`src/rbs_pkg.sv`:
```
// ----------------------------------------------------------------------------
// rbs_pkg: shared types and constants for the ray/box slab test
// Fixed-point format, divider sizing, configuration indexes and the job
// record that travels from the front end to the back end.
// ----------------------------------------------------------------------------
`default_nettype none

package rbs_pkg;

  localparam int W         = 32;              // Q-format word width
  localparam int FRAC_BITS = 16;              // fraction bits (8..24)
  localparam int QB        = W + 1;           // quotient bits computed
  localparam int NW        = QB + FRAC_BITS;  // scaled dividend width
  localparam int CIW       = 3;               // config index width
  localparam int NSLAB     = 6;               // three axes, two corners each
  localparam int NAXIS     = 3;

  localparam logic [W-1:0] Q_MAX = {1'b0, {(W-1){1'b1}}};
  localparam logic [W-1:0] Q_MIN = {1'b1, {(W-1){1'b0}}};

  typedef enum logic [CIW-1:0] {
    CFG_MIN_X = 3'd0,
    CFG_MIN_Y = 3'd1,
    CFG_MIN_Z = 3'd2,
    CFG_MAX_X = 3'd3,
    CFG_MAX_Y = 3'd4,
    CFG_MAX_Z = 3'd5
  } cfg_idx_e;

  // One slab parameter: |corner - origin| scaled, quotient sign, numerator sign
  typedef struct packed {
    logic [NW-1:0] num;
    logic          neg;
    logic          dpos;
  } slab_t;

  // One axis of the direction: magnitude and zero flag
  typedef struct packed {
    logic [W-1:0] dmag;
    logic         dz;
  } axis_t;

  typedef struct packed {
    slab_t [NSLAB-1:0] slab;
    axis_t [NAXIS-1:0] axis;
    logic  [W-1:0]     near_v;
    logic  [W-1:0]     far_v;
  } job_t;

  typedef struct packed {
    logic empty;
    logic full;
  } q_status_t;

endpackage

`default_nettype wire

```
`src/rbs_queue.sv`:
```
// ----------------------------------------------------------------------------
// rbs_queue: two-entry job queue
// Decouples the front end from the divider pipeline.
// ----------------------------------------------------------------------------
`default_nettype none

module rbs_queue (
  input  wire logic               clk_i,
  input  wire logic               rst_ni,
  input  wire logic               push_i,
  input  wire rbs_pkg::job_t      job_i,
  input  wire logic               pop_i,
  output      rbs_pkg::job_t      job_o,
  output      rbs_pkg::q_status_t st_o
);
  import rbs_pkg::*;

  job_t       mem_q [2];
  logic       wr_ptr_q, rd_ptr_q;
  logic [1:0] cnt_q;

  always_ff @(posedge clk_i or negedge rst_ni) begin
    if (!rst_ni) begin
      wr_ptr_q <= 1'b0;
      rd_ptr_q <= 1'b0;
      cnt_q    <= 2'd0;
    end else begin
      if (push_i) wr_ptr_q <= ~wr_ptr_q;
      if (pop_i)  rd_ptr_q <= ~rd_ptr_q;
      cnt_q <= cnt_q + {1'b0, push_i} - {1'b0, pop_i};
    end
  end

  always_ff @(posedge clk_i) begin
    if (push_i) mem_q[wr_ptr_q] <= job_i;
  end

  assign job_o    = mem_q[rd_ptr_q];
  assign st_o.empty = (cnt_q == 2'd0);
  assign st_o.full  = (cnt_q == 2'd2);

endmodule

`default_nettype wire

```
`config.mk`:
```
export PLATFORM = sky130hd
export DESIGN_NAME = rbs_queue
export DESIGN_NICKNAME = d
export VERILOG_FILES = /design/src/rbs_pkg.sv /design/src/rbs_queue.sv
export SDC_FILE = /design/constraint.sdc
export NUM_CORES = 1
export LEC_CHECK = 0
export ABC_CLOCK_PERIOD_IN_PS = 26100
export BUFFER_PORTS_ARGS = -buffer_cell sky130_fd_sc_hd__buf_4
export CAP_MARGIN = 15
export CORE_AREA = 2 2 371 373
export DETAILED_ROUTE_END_ITERATION = 8
export DIE_AREA = 0 0 373 375
export PLACE_DENSITY = 0.49
export SYNTH_ARGS = -nofsm -noshare
export SYNTH_HDL_FRONTEND = slang
export SYNTH_SLANG_ARGS = --single-unit
```
`constraint.sdc`:
```
create_clock -name clk_i -period 26.1 [get_ports clk_i]
set_clock_uncertainty 0.1 [all_clocks]
set_input_delay 5.22 -clock clk_i [delete_from_list [all_inputs] [get_ports clk_i]]
set_output_delay 5.22 -clock clk_i [all_outputs]
set_load 0.05 [all_outputs]
```
Word level (Yosys, flattened, before mapping)
Memories as Yosys holds them, arrays and structs flattened.
Cells that the tools add are included.

storage, ports and cells
  flip-flop bits (word level) = 4
  latch bits = 0
  memory bits (writable) = 938
  bits in read-only memories = 0
  output and inout port bits = 471
  logic and storage cells = 12
  memories = 1

memory list
  memory  words  width  read ports  clocked after Yosys merged registers in  write ports  RTL line         RTL
  mem_q   2      469    1           0                                        1            rbs_queue.sv:18  job_t mem_q [2];

operators by class
  $add $sub $neg = 2
  multiply operators = 0
  div/mod/pow operators = 0
  order comparisons = 0
  eq/ne operators = 1
  shift-type cells = 0
  multiplexer cells = 2
  bitwise logic cells = 2
  reductions and logical operators = 1

operators with widths
  operator                                     count
  2-bit by 1-bit adder with 2-bit output       1
  2-bit == test, second input constant         1
  2-bit zero test                              1
  1-bit 2-to-1 mux                             2
  1-bit inverter                               2
  2-bit by 1-bit subtractor with 2-bit output  1

Longest topological paths before layout
Gate-level depths: netlist of the first run.

  depth after elaboration = 2
  gate-level depth with buffers = 5
  mapped depth without buffers = 5

Worst setup path before layout of the first run
OpenSTA, ideal clock, no wires.

  kind = input to register
  start = in push_i
  end = mem mem_q[0][0] (netlist bit), enable pin
  library setup time = 1.368 ns
  arrival = 25.334 ns
  required time = 24.632 ns
  slack = -0.701 ns
  stages on the path = 1
  path buffers = 0
  cell sequence = nor2b_1

between the ends
  word-level cells in the longest chain between the ends = 2

ends and longest elaborated chain
  element                                 RTL line         RTL
  from (decl)                             rbs_queue.sv:10  input wire logic push_i,
  1-bit 2-to-1 mux                        rbs_queue.sv:35  if (push_i) mem_q[wr_ptr_q] <= job_i;
  1-bit 2-to-1 mux (not written as such)  rbs_queue.sv:35
  to (decl)                               rbs_queue.sv:18

No other way between the ends.

==> results of run 1 <==
cell usage in the layout, fill, tap and decap left out, drive strengths merged:
| cell | instances |
|---|---|
| ha | 2 |
| diode | 11 |
| mux2 | 469 |
| xor3 | 1 |
| xor2 | 2 |
| clkinv | 49 |
| clkinvlp | 6 |
| nor2 | 1 |
| and2 | 1 |
| buf | 957 |
| edfxtp | 938 |
| nor2b | 2 |
| clkbuf | 123 |
| inv | 5 |
| dfrtp | 4 |
| bufinv | 10 |
sequential cells by signal, indices dropped and copies added, names as in the netlist:
register / cells
mem_q: 938
cnt_q: 2
rd_ptr_q: 1
wr_ptr_q: 1
per-layer routing:
layer / wire length [um] / share of wire [%] / track usage [%] / vias to the layer above
met4: 2800 / 3.1 / 5.60 / 10
met1: 32700 / 36 / 12.9 / 8770
li1: - / - / - / 7933
met3: 8110 / 8.8 / 5.01 / 148
met5: 61 / 0.066 / 0 / -
met2: 48100 / 52 / 22.3 / 690
through the flow:
| step | total power, mW | area [um^2] | util [%] | setup slack [ns] | cells |
|---|---|---|---|---|---|
| final | 6.19 | 47600 | 35.0 | 15.70 | 4375 |
| after detailed placement | 4.83 | 44300 | 32.5 | 16.42 | 4173 |
| after CTS | 6.27 | 47600 | 34.9 | 15.62 | 4364 |
| after global routing | 6.41 | 47600 | 35.0 | 15.43 | 4375 |
| after global placement | 4.81 | 44300 | 32.5 | 16.54 | 4173 |
| after floorplan | 4.22 | 35200 | - | 8.14 | 1474 |
power groups by stage:
stage,Combinational (mW),Sequential (mW),Clock [mW]
floorplan,1.98,2.24,0
global placement,2.68,2.13,0
detailed placement,2.70,2.13,0
CTS,2.70,2.10,1.47
global route,2.77,2.12,1.52
finish,2.67,2.10,1.42
logic make-up after synthesis:
group | Yosys count
flip-flops | 942
multiplexers | 469
buffers and inverters | 54
AND/OR/NAND/NOR | 4
XOR/XNOR | 3
adder cells (fa/ha/maj) | 2
cells in the mapped netlist (all sizes together):
cell,count
xor3,1
mux2,469
ha,2
inv,2
xor2,2
dfrtp,4
and2,1
nor2,1
nor2b,2
edfxtp,938
buf,52
cell type report:
| class | count | share of cell area (%) |
|---|---|---|
| inverter | 2 | 0.0158 |
| multi-input combinational | 478 | 13.7 |
| clock buffer | 123 | 5.57 |
| clock inverter | 68 | 1.44 |
| sequential | 942 | 59.3 |
| tap | 1794 | 4.71 |
| timing repair buffer | 957 | 15.2 |
| antenna | 11 | 0.0578 |
worst paths after layout:
kind | from | to | slack (ns) | cells past startpoint
max | rd_ptr_q$_DFFE_PN0P_ | job_o[169] | 15.70 | 5
min | wr_ptr_q$_DFFE_PN0P_ | wr_ptr_q$_DFFE_PN0P_ | 0.45 | 1
max reg2reg | wr_ptr_q$_DFFE_PN0P_ | mem_q[1][192]$_DFFE_PP_ | 21.88 | 4
min reg2reg | wr_ptr_q$_DFFE_PN0P_ | wr_ptr_q$_DFFE_PN0P_ | 0.45 | 1
max in group asynchronous | rst_ni | rd_ptr_q$_DFFE_PN0P_ | 21.57 | 1
min in group asynchronous | rst_ni | cnt_q[1]$_DFF_PN0_ | 4.20 | 1
==> out/qor.yml, run 1 <==
root_buffer: "clkbuf_16"
grt_max_degree: 173
initial_utilization_pct: 25.9
nNetsFinal: 2958
crit_arrival_ns: 5.08
worst_pin_slew_ns: 1.28
synth_top_area_cell: "edfxtp_1"
cts_buffers: 102
drv_cap: 0
hpwl_um: 65400
timing.final.crit_share_pct: 39.8
synth_cells: 1474
regArea_um2: 28300
synthesis.area_um2: 35200
clk_latency_ns: 0.69
path_buf_inv: 4
slowest_stage: "dfrtp_4"
clkPwrFrac_pct: 22.9
p_int_mw: 3.75
synth_cell_types: 14
max_clock_freq_mhz: 96.2
slew_viol_final: 0
viasPerCell: 4.01
drt-wirelength-per-cell_um: 21.0
cts_hold_buf: 0
ios: 944
power.density_nw_per_um2: 130
vias: 17551
fin_crit_ns: 10.40
die_h_um: 375
worstPathMaxFanout: 111
ys_seq_area_share_pct: 80.2
grt_pass1_vias: 19228
required_ns: 20.78
multi_input_area_um2: 6510
p_sw_share_pct: 39.4
synthXorXnorAreaFrac_pct: 0.117
antenna_found_initial: 20
clockBufferDepth: 3
finalSetupTns_ns: 0
synth_top_family_by_area: "multiplexers"
wl_um: 91800
synthesis.nets: 1949
min_path_type: "reg2reg"
synth_mux_area_share_pct: 18.2
max_stage_delay_ns: 1.02
synth_compound_area_share_pct: 0
hold_violations: 0
track_usage_pct: 12.5
critPathLaunchType: "register"
total_leakage_power_nw: 18.3
die_x_um: 373
status: "complete, no violations"
path_clk_slew_ns: 0.06
synth_simple_gate_area_share_pct: 0.0639
p_sw_mw: 2.44
critical-path-top-delay-family: "buffers and inverters"
holdWs_ns: 0.449
fillers: 12906
gp_congestion: 0.788
critical_path_class: "reg2out"
peakVddDrop_v: 0.000101
rsz0062_at_grt: "no"
clkSinkCount: 942
core_area_um2: 136000
first_iter_violations: 1083
die_area_um2: 140000
synth_area_leaders: "edfxtp_1, mux2_4, mux2_2"
grt_overflow: 0
drtAntennaViolNets: 0
grt_first_pass_wirelength_um: 129000
p_comb_share_pct: 43.1
num_rows: 136
cts_tree: "done"
relSlewSlack_pct: 14.7
drtPass1Iterations: 5
cp_cell_sequence: "buf_4 -> buf_4 -> buf_12 -> mux2_4 -> buf_4"
final-setup-viol-count: 0
drive_gt1_share_pct: 61.1
crit_top_cell: "buf_4"
synth.avg_cell_area_um2: 23.9
synth_top_area_share_pct: 79.9
power_frac_seq_pct: 34.0
drc_errors: 0
io_buffers: 943
syn_to_final_growth_pct: 35.2
post_cts_resized: 0
htree_levels: 3
synth-seq-cells: 942
synthAdderAreaFrac_pct: 0.0710
postCtsSetupBuffers: 0
yosys_warnings: 0
end_kind: "output pin"
Power figures use the tool's default switching activity.
==> run 2: changes to the inputs <==
Settings changed: ABC_AREA set to 1, ABC_CLOCK_PERIOD_IN_PS 26100 to 9600, CORE_AREA 2 2 371 373 to 2 2 372 374, DIE_AREA 0 0 373 375 to 0 0 374 376.
Clock period 26.1 ns to 9.6 ns, I/O delays scaled along.
==> run 2 against run 1 <==
Core utilization decreased by 0.48 points; final area decreased by 1.1%; largest cell class unchanged; highest routed layer unchanged; critical path depth decreased by 1; synthesized area decreased by 1.4%; worst hold slack got worse by 0.0012 ns; die area increased by 0.54%; global-route usage increased by 1.4 points; critical path type unchanged.
==> out/qor.yml, run 2 <==
status: "complete, no violations"
hpwl_um: 72600  # +11%
first_iter_violations: 1177  # +8.7%
synth_ff_type: "edfxtp_1"
total_leakage_power_nw: 19.4  # +6.0%
synth_top_area_cell: "edfxtp_1"
stdcell_count: 5321  # +22%
slew_viol_final: 0  # unchanged
regMostFlops: "mem_q"
p_sw_share_pct: 45.1  # +5.7 points
htree_levels: 3  # unchanged
gp_congestion: 0.827  # +4.9%
reg_top3: "mem_q (938), cnt_q (2)"
power.density_nw_per_um2: 365  # +180%
cts_buffers: 104  # +2.0%
track_usage_pct: 13.9  # +1.4 points
core_area_um2: 137000  # +0.25%
placed_cell_area_um2: 43800  # -1.0%
max_stage_delay_ns: 0.82  # -0.20 ns
crit_arrival_ns: 3.87  # -1.21 ns
synthMostInstantiatedCell: "edfxtp_1"
root_buffer: "clkbuf_16"
synth.avg_cell_area_um2: 14.1  # -41%
drc_errors: 0  # unchanged
fin_crit_ns: 5.89
synth-seq-cells: 942  # unchanged
drv_cap: 0  # unchanged
drt-wirelength-per-cell_um: 19.0  # -9.2%
post_cts_resized: 0  # unchanged
initial_utilization_pct: 25.4  # -0.42 points
synth_area_leaders: "edfxtp_1, o21ai_0, inv_1"
viasPerCell: 4.01  # about the same
design_area_um2: 47100  # -1.1%
yosys_warnings: 0  # unchanged
holdWs_ns: 0.448  # -0.00116 ns
post-place-cells: 5127  # +23%
drtPass1Iterations: 5  # unchanged
final-setup-viol-count: 0  # unchanged
nNetsFinal: 3914  # +32%
clkSinkCount: 942  # unchanged
synthesis.area_um2: 34800  # -1.4%
end_kind: "output pin"
cp_cell_sequence: "buf_12 -> buf_4 -> o21ai_0 -> buf_4"
io_buffers: 943  # unchanged
ff2ff_setup_slack_ns: 6.87  # -15.01 ns
ys_seq_area_share_pct: 81.3  # +1.1 points
die_x_um: 374  # +0.27%
die_area_um2: 141000  # +0.54%
synthesis.nets: 2949  # +51%
async_flop_share_pct: 0.425  # unchanged
relSlewSlack_pct: 30.5  # +16 points
post-place-ws_ns: 4.42  # -11.99 ns
crit_top_cell: "buf_4"
final_cell_mix: "buf_4, edfxtp_1, inv_1, nand2_1, o21ai_0"
layout_commonest_cell: "buf_4"
postCtsSetupBuffers: 0  # unchanged
grt_first_pass_wirelength_um: 142000  # +10%
grt_overflow: 0  # unchanged
p_comb_share_pct: 45.0  # +1.9 points
worstPathMaxFanout: 148  # +33%
clkPwrFrac_pct: 22.1  # -0.8 points
grt_pass1_vias: 20684  # +7.6%
peakVddDrop_v: 0.000232  # +130%
drtAntennaViolNets: 0  # unchanged
postLayoutCoreUtil_pct: 34.5  # -0.48 points
slowest_stage: "buf_4"
synth_cells: 2474  # +68%
cts_tree: "done"
required_ns: 7.58  # -13.20 ns
synth-edff-count: 938  # unchanged
drive_gt1_share_pct: 31.4  # -30 points
p_int_mw: 9.45  # +150%
clk_latency_ns: 0.70  # about the same
largest_reg_flops: 938  # unchanged
power_frac_seq_pct: 32.8  # -1.2 points
rsz0062_at_grt: "no"
clockBufferDepth: 3  # unchanged
p_sw_mw: 7.76  # +220%
critical_path_class: "reg2out"
syn_to_final_growth_pct: 35.5
num_rows: 136  # unchanged
hold_violations: 0  # unchanged
ios: 944  # unchanged
timing.final.crit_share_pct: 61.4
critPathLaunchType: "register"
wl_um: 101000  # +10%
finalSetupTns_ns: 0  # unchanged
die_h_um: 376  # +0.27%
min_path_type: "reg2reg"
max_clock_freq_mhz: 170
synth_top_area_share_pct: 81.0  # +1.1 points
worst_pin_slew_ns: 1.04  # -0.238 ns
p_total_mw: 17.2  # +180%
setup_slack_ns: 3.71  # -11.99 ns
synth_cell_types: 12  # -2
synth_top_cells_by_count: "edfxtp_1, inv_1, nand2_1"
vias: 21353  # +22%
cts_hold_buf: 0  # unchanged
antenna_found_initial: 40  # +100%
path_clk_slew_ns: 0.06  # about the same
grt_max_degree: 149  # -14%
[run 2: cell count changes in the layout (fill, tap and decap cells not counted), sizes merged, moves of 2 or more]
| cell | before | now |
|---|---|---|
| buf | 957 | 963 |
| bufinv | 10 | 6 |
| o21ai | 0 | 469 |
| mux2 | 469 | 0 |
| clkbuf | 123 | 128 |
| nor2 | 1 | 3 |
| inv | 5 | 479 |
| clkinv | 49 | 47 |
| nand2 | 0 | 475 |
| clkinvlp | 6 | 4 |
| diode | 11 | 6 |
| nor2b | 2 | 0 |
[run 2: worst max-delay path, delay by kind of cell, from the launching register on]
family	cells	cell delay, ns
AOI/OAI and AO/OA	1	0.53
buffers and inverters	3	1.66
DFF	1	0.75
[run 2: metal layers]
metal  part of all wire, %  GRT usage [%]  vias to the layer above
met2                    48           23.1                      733
li1                      -              -                    10330
met4                   3.1           4.75                       58
met1                    37           15.2                    10026
met5                  0.38              0                        -
met3                    11           7.39                      206
[run 2: worst paths after layout]
path                                           start                      end  depth (start not counted)
min in group asynchronous                     rst_ni     wr_ptr_q$_DFFE_PN0P_                          1
worst min-delay path            wr_ptr_q$_DFFE_PN0P_     wr_ptr_q$_DFFE_PN0P_                          1
worst min register to register  wr_ptr_q$_DFFE_PN0P_     wr_ptr_q$_DFFE_PN0P_                          1
worst max register to register  wr_ptr_q$_DFFE_PN0P_  mem_q[1][347]$_DFFE_PP_                          4
worst max-delay path            rd_ptr_q$_DFFE_PN0P_               job_o[397]                          4
max in group asynchronous                     rst_ni     rd_ptr_q$_DFFE_PN0P_                          1
[run 2: cell families (layout without fill, tap and decap cells)]
kind of cell             after synthesis  in the layout  synth area share, %
AO/OA/AOI/OAI                        469            469                 6.75
XOR/XNOR                               2              2               0.0504
adder cells (fa/ha/maj)                2              2               0.0720
buffers and inverters                580           1627                 6.63
AND/OR/NAND/NOR                      479            479                 5.18
flip-flops                           942            942                 81.3
other                                  0              6                    0
[run 2: final cells by class]
type                       instances  area (um^2)
multi-input combinational        952         4200
antenna                            6         15.0
tap                             1794         2240
clock buffer                     128         2720
inverter                         476         1790
timing repair buffer             963         7330
fill                           13458        89500
clock inverter                    60          539
sequential                       942        28300
[run 2: power by group through the flow]
stage	registers [mW]	logic, mW	clock network, mW
global route	5.72	8.21	4.09
finish	5.65	7.75	3.81
CTS	5.65	7.92	3.95
global placement	5.73	7.90	0
floorplan	5.91	5.19	0
detailed placement	5.74	7.91	0
==> run 3: changes to the inputs <==
Settings changed: ABC_CLOCK_PERIOD_IN_PS 9600 to 5790.
Clock period 9.6 ns to 5.79 ns, I/O delays scaled along.
==> run 3 against run 2 <==
Non-clock buffer count rose by 19; final cell count rose by 0.53%; sequential cell count unchanged; critical path type unchanged; critical endpoint is now job_o[398]; largest power group unchanged; first-iteration DRC count rose by 9.6%.
==> out/qor.yml, run 3 (synthesis results as in run 2) <==
max_clock_freq_mhz: 226
wl_um: 100000  # -0.90%
io_buffers: 943  # unchanged
track_usage_pct: 13.7  # -0.21 points
grt_overflow: 0  # unchanged
slowest_stage: "dfrtp_4"
core_area_um2: 137000  # unchanged
initial_utilization_pct: 25.4  # unchanged
critPathLaunchType: "register"
post_cts_resized: 0  # unchanged
holdWs_ns: 0.148  # -0.300 ns
peakVddDrop_v: 0.000352  # +52%
die_x_um: 374  # unchanged
hold_violations: 0  # unchanged
clockBufferDepth: 3  # unchanged
layout_commonest_cell: "buf_4"
required_ns: 4.53  # -3.05 ns
vias: 21330  # -0.11%
relSlewSlack_pct: 32.0  # +1.5 points
status: "complete, no violations"
reg_top3: "mem_q (938), cnt_q (2)"
num_rows: 136  # unchanged
root_buffer: "clkbuf_16"
drive_gt1_share_pct: 31.7  # +0.35 points
grt_max_degree: 193  # +30%
finalSetupTns_ns: 0  # unchanged
min_path_type: "in2async"
drv_cap: 0  # unchanged
viasPerCell: 3.99  # -0.63%
worst_pin_slew_ns: 1.02  # -0.0222 ns
path_clk_slew_ns: 0.06  # about the same
power.density_nw_per_um2: 604  # +65%
postCtsSetupBuffers: 0  # unchanged
worstPathMaxFanout: 176  # +19%
drtPass1Iterations: 5  # unchanged
post-place-ws_ns: 2.01  # -2.41 ns
cts_hold_buf: 0  # unchanged
total_leakage_power_nw: 19.5  # +0.72%
timing.final.crit_share_pct: 76.5
crit_start: "rd_ptr_q$_DFFE_PN0P_"
nNetsFinal: 3934  # +0.51%
htree_levels: 3  # unchanged
cts_tree: "done"
max_stage_delay_ns: 0.99  # +0.17 ns
final_cell_mix: "buf_4, edfxtp_1, inv_1, nand2_1, o21ai_0"
setup_slack_ns: 1.36  # -2.34 ns
drt-wirelength-per-cell_um: 18.8  # -1.4%
ios: 944  # unchanged
drc_errors: 0  # unchanged
post-place-cells: 5146  # +0.37%
die_h_um: 376  # unchanged
clk_latency_ns: 0.70  # about the same
p_total_mw: 28.6  # +66%
end_kind: "output pin"
final-setup-viol-count: 0  # unchanged
grt_pass1_vias: 20635  # -0.24%
cp_cell_sequence: "buf_12 -> o21ai_0 -> buf_4"
fin_crit_ns: 4.43
critical_path_class: "reg2out"
drtAntennaViolNets: 0  # unchanged
largest_reg_flops: 938  # unchanged
regMostFlops: "mem_q"
first_iter_violations: 1290  # +9.6%
grt_first_pass_wirelength_um: 141000  # -0.96%
syn_to_final_growth_pct: 36.3
gp_congestion: 0.780  # -5.7%
rsz0062_at_grt: "no"
antenna_found_initial: 38  # -5.0%
rr_startpoint: "wr_ptr_q$_DFFE_PN0P_"
slew_viol_final: 0  # unchanged
clkSinkCount: 942  # unchanged
crit_arrival_ns: 3.17  # -0.70 ns
hpwl_um: 71800  # -1.1%
stdcell_count: 5349  # +0.53%
cts_buffers: 105  # +0.96%
die_area_um2: 141000  # unchanged
## run 3: worst max-delay path: cells and delay by family, from the launching register on
kind | cells | cell delay [ns]
flops | 1 | 0.99
buf+inv | 2 | 0.83
compound gates | 1 | 0.43
## run 3: layout make-up
class	count	area [um^2]
inverter	476	1800
sequential	942	28300
clock inverter	62	551
antenna	7	17.5
timing repair buffer	982	7520
clock buffer	134	2760
multi-input combinational	952	4210
fill	13504	89300
tap	1794	2240
## run 3: per-stage QoR
stage / utilization [%] / instance area [um^2]
3_3_place_gp: 32.2 / 44100
4_1_cts: 34.7 / 47400
6_report: 34.7 / 47400
5_1_grt: 34.7 / 47400
2_1_floorplan: - / 34800
3_5_place_dp: 32.2 / 44100
## run 3: path summary, 6_finish.rpt
check	endpoint	cells after the start	slack, ns
worst max register to register	mem_q[1][327]$_DFFE_PP_	4	3.15
max in group asynchronous	rd_ptr_q$_DFFE_PN0P_	1	5.32
worst min-delay path	wr_ptr_q$_DFFE_PN0P_	1	0.15
min in group clk_i	cnt_q[1]$_DFF_PN0_	3	0.49
worst max-delay path	job_o[398]	3	1.36
worst min register to register	cnt_q[1]$_DFF_PN0_	3	0.49
## run 3: power breakdown
group | internal (mW) | switching, mW | total, mW | leakage [nW]
Combinational | 3.09 | 9.76 | 12.8 | 9.05
Clock | 3.65 | 2.73 | 6.38 | 1.60
Sequential | 9.04 | 0.347 | 9.39 | 8.85
## run 3: layer usage
| layer | vias to the layer above | share of wire [%] | routed length [um] | track usage (%) |
|---|---|---|---|---|
| met3 | 178 | 11 | 10700 | 6.70 |
| met1 | 10014 | 38 | 37700 | 15.3 |
| met5 | - | 0.34 | 339 | 0 |
| met2 | 708 | 49 | 49500 | 23.3 |
| met4 | 52 | 2.2 | 2170 | 3.40 |
| li1 | 10378 | - | - | - |
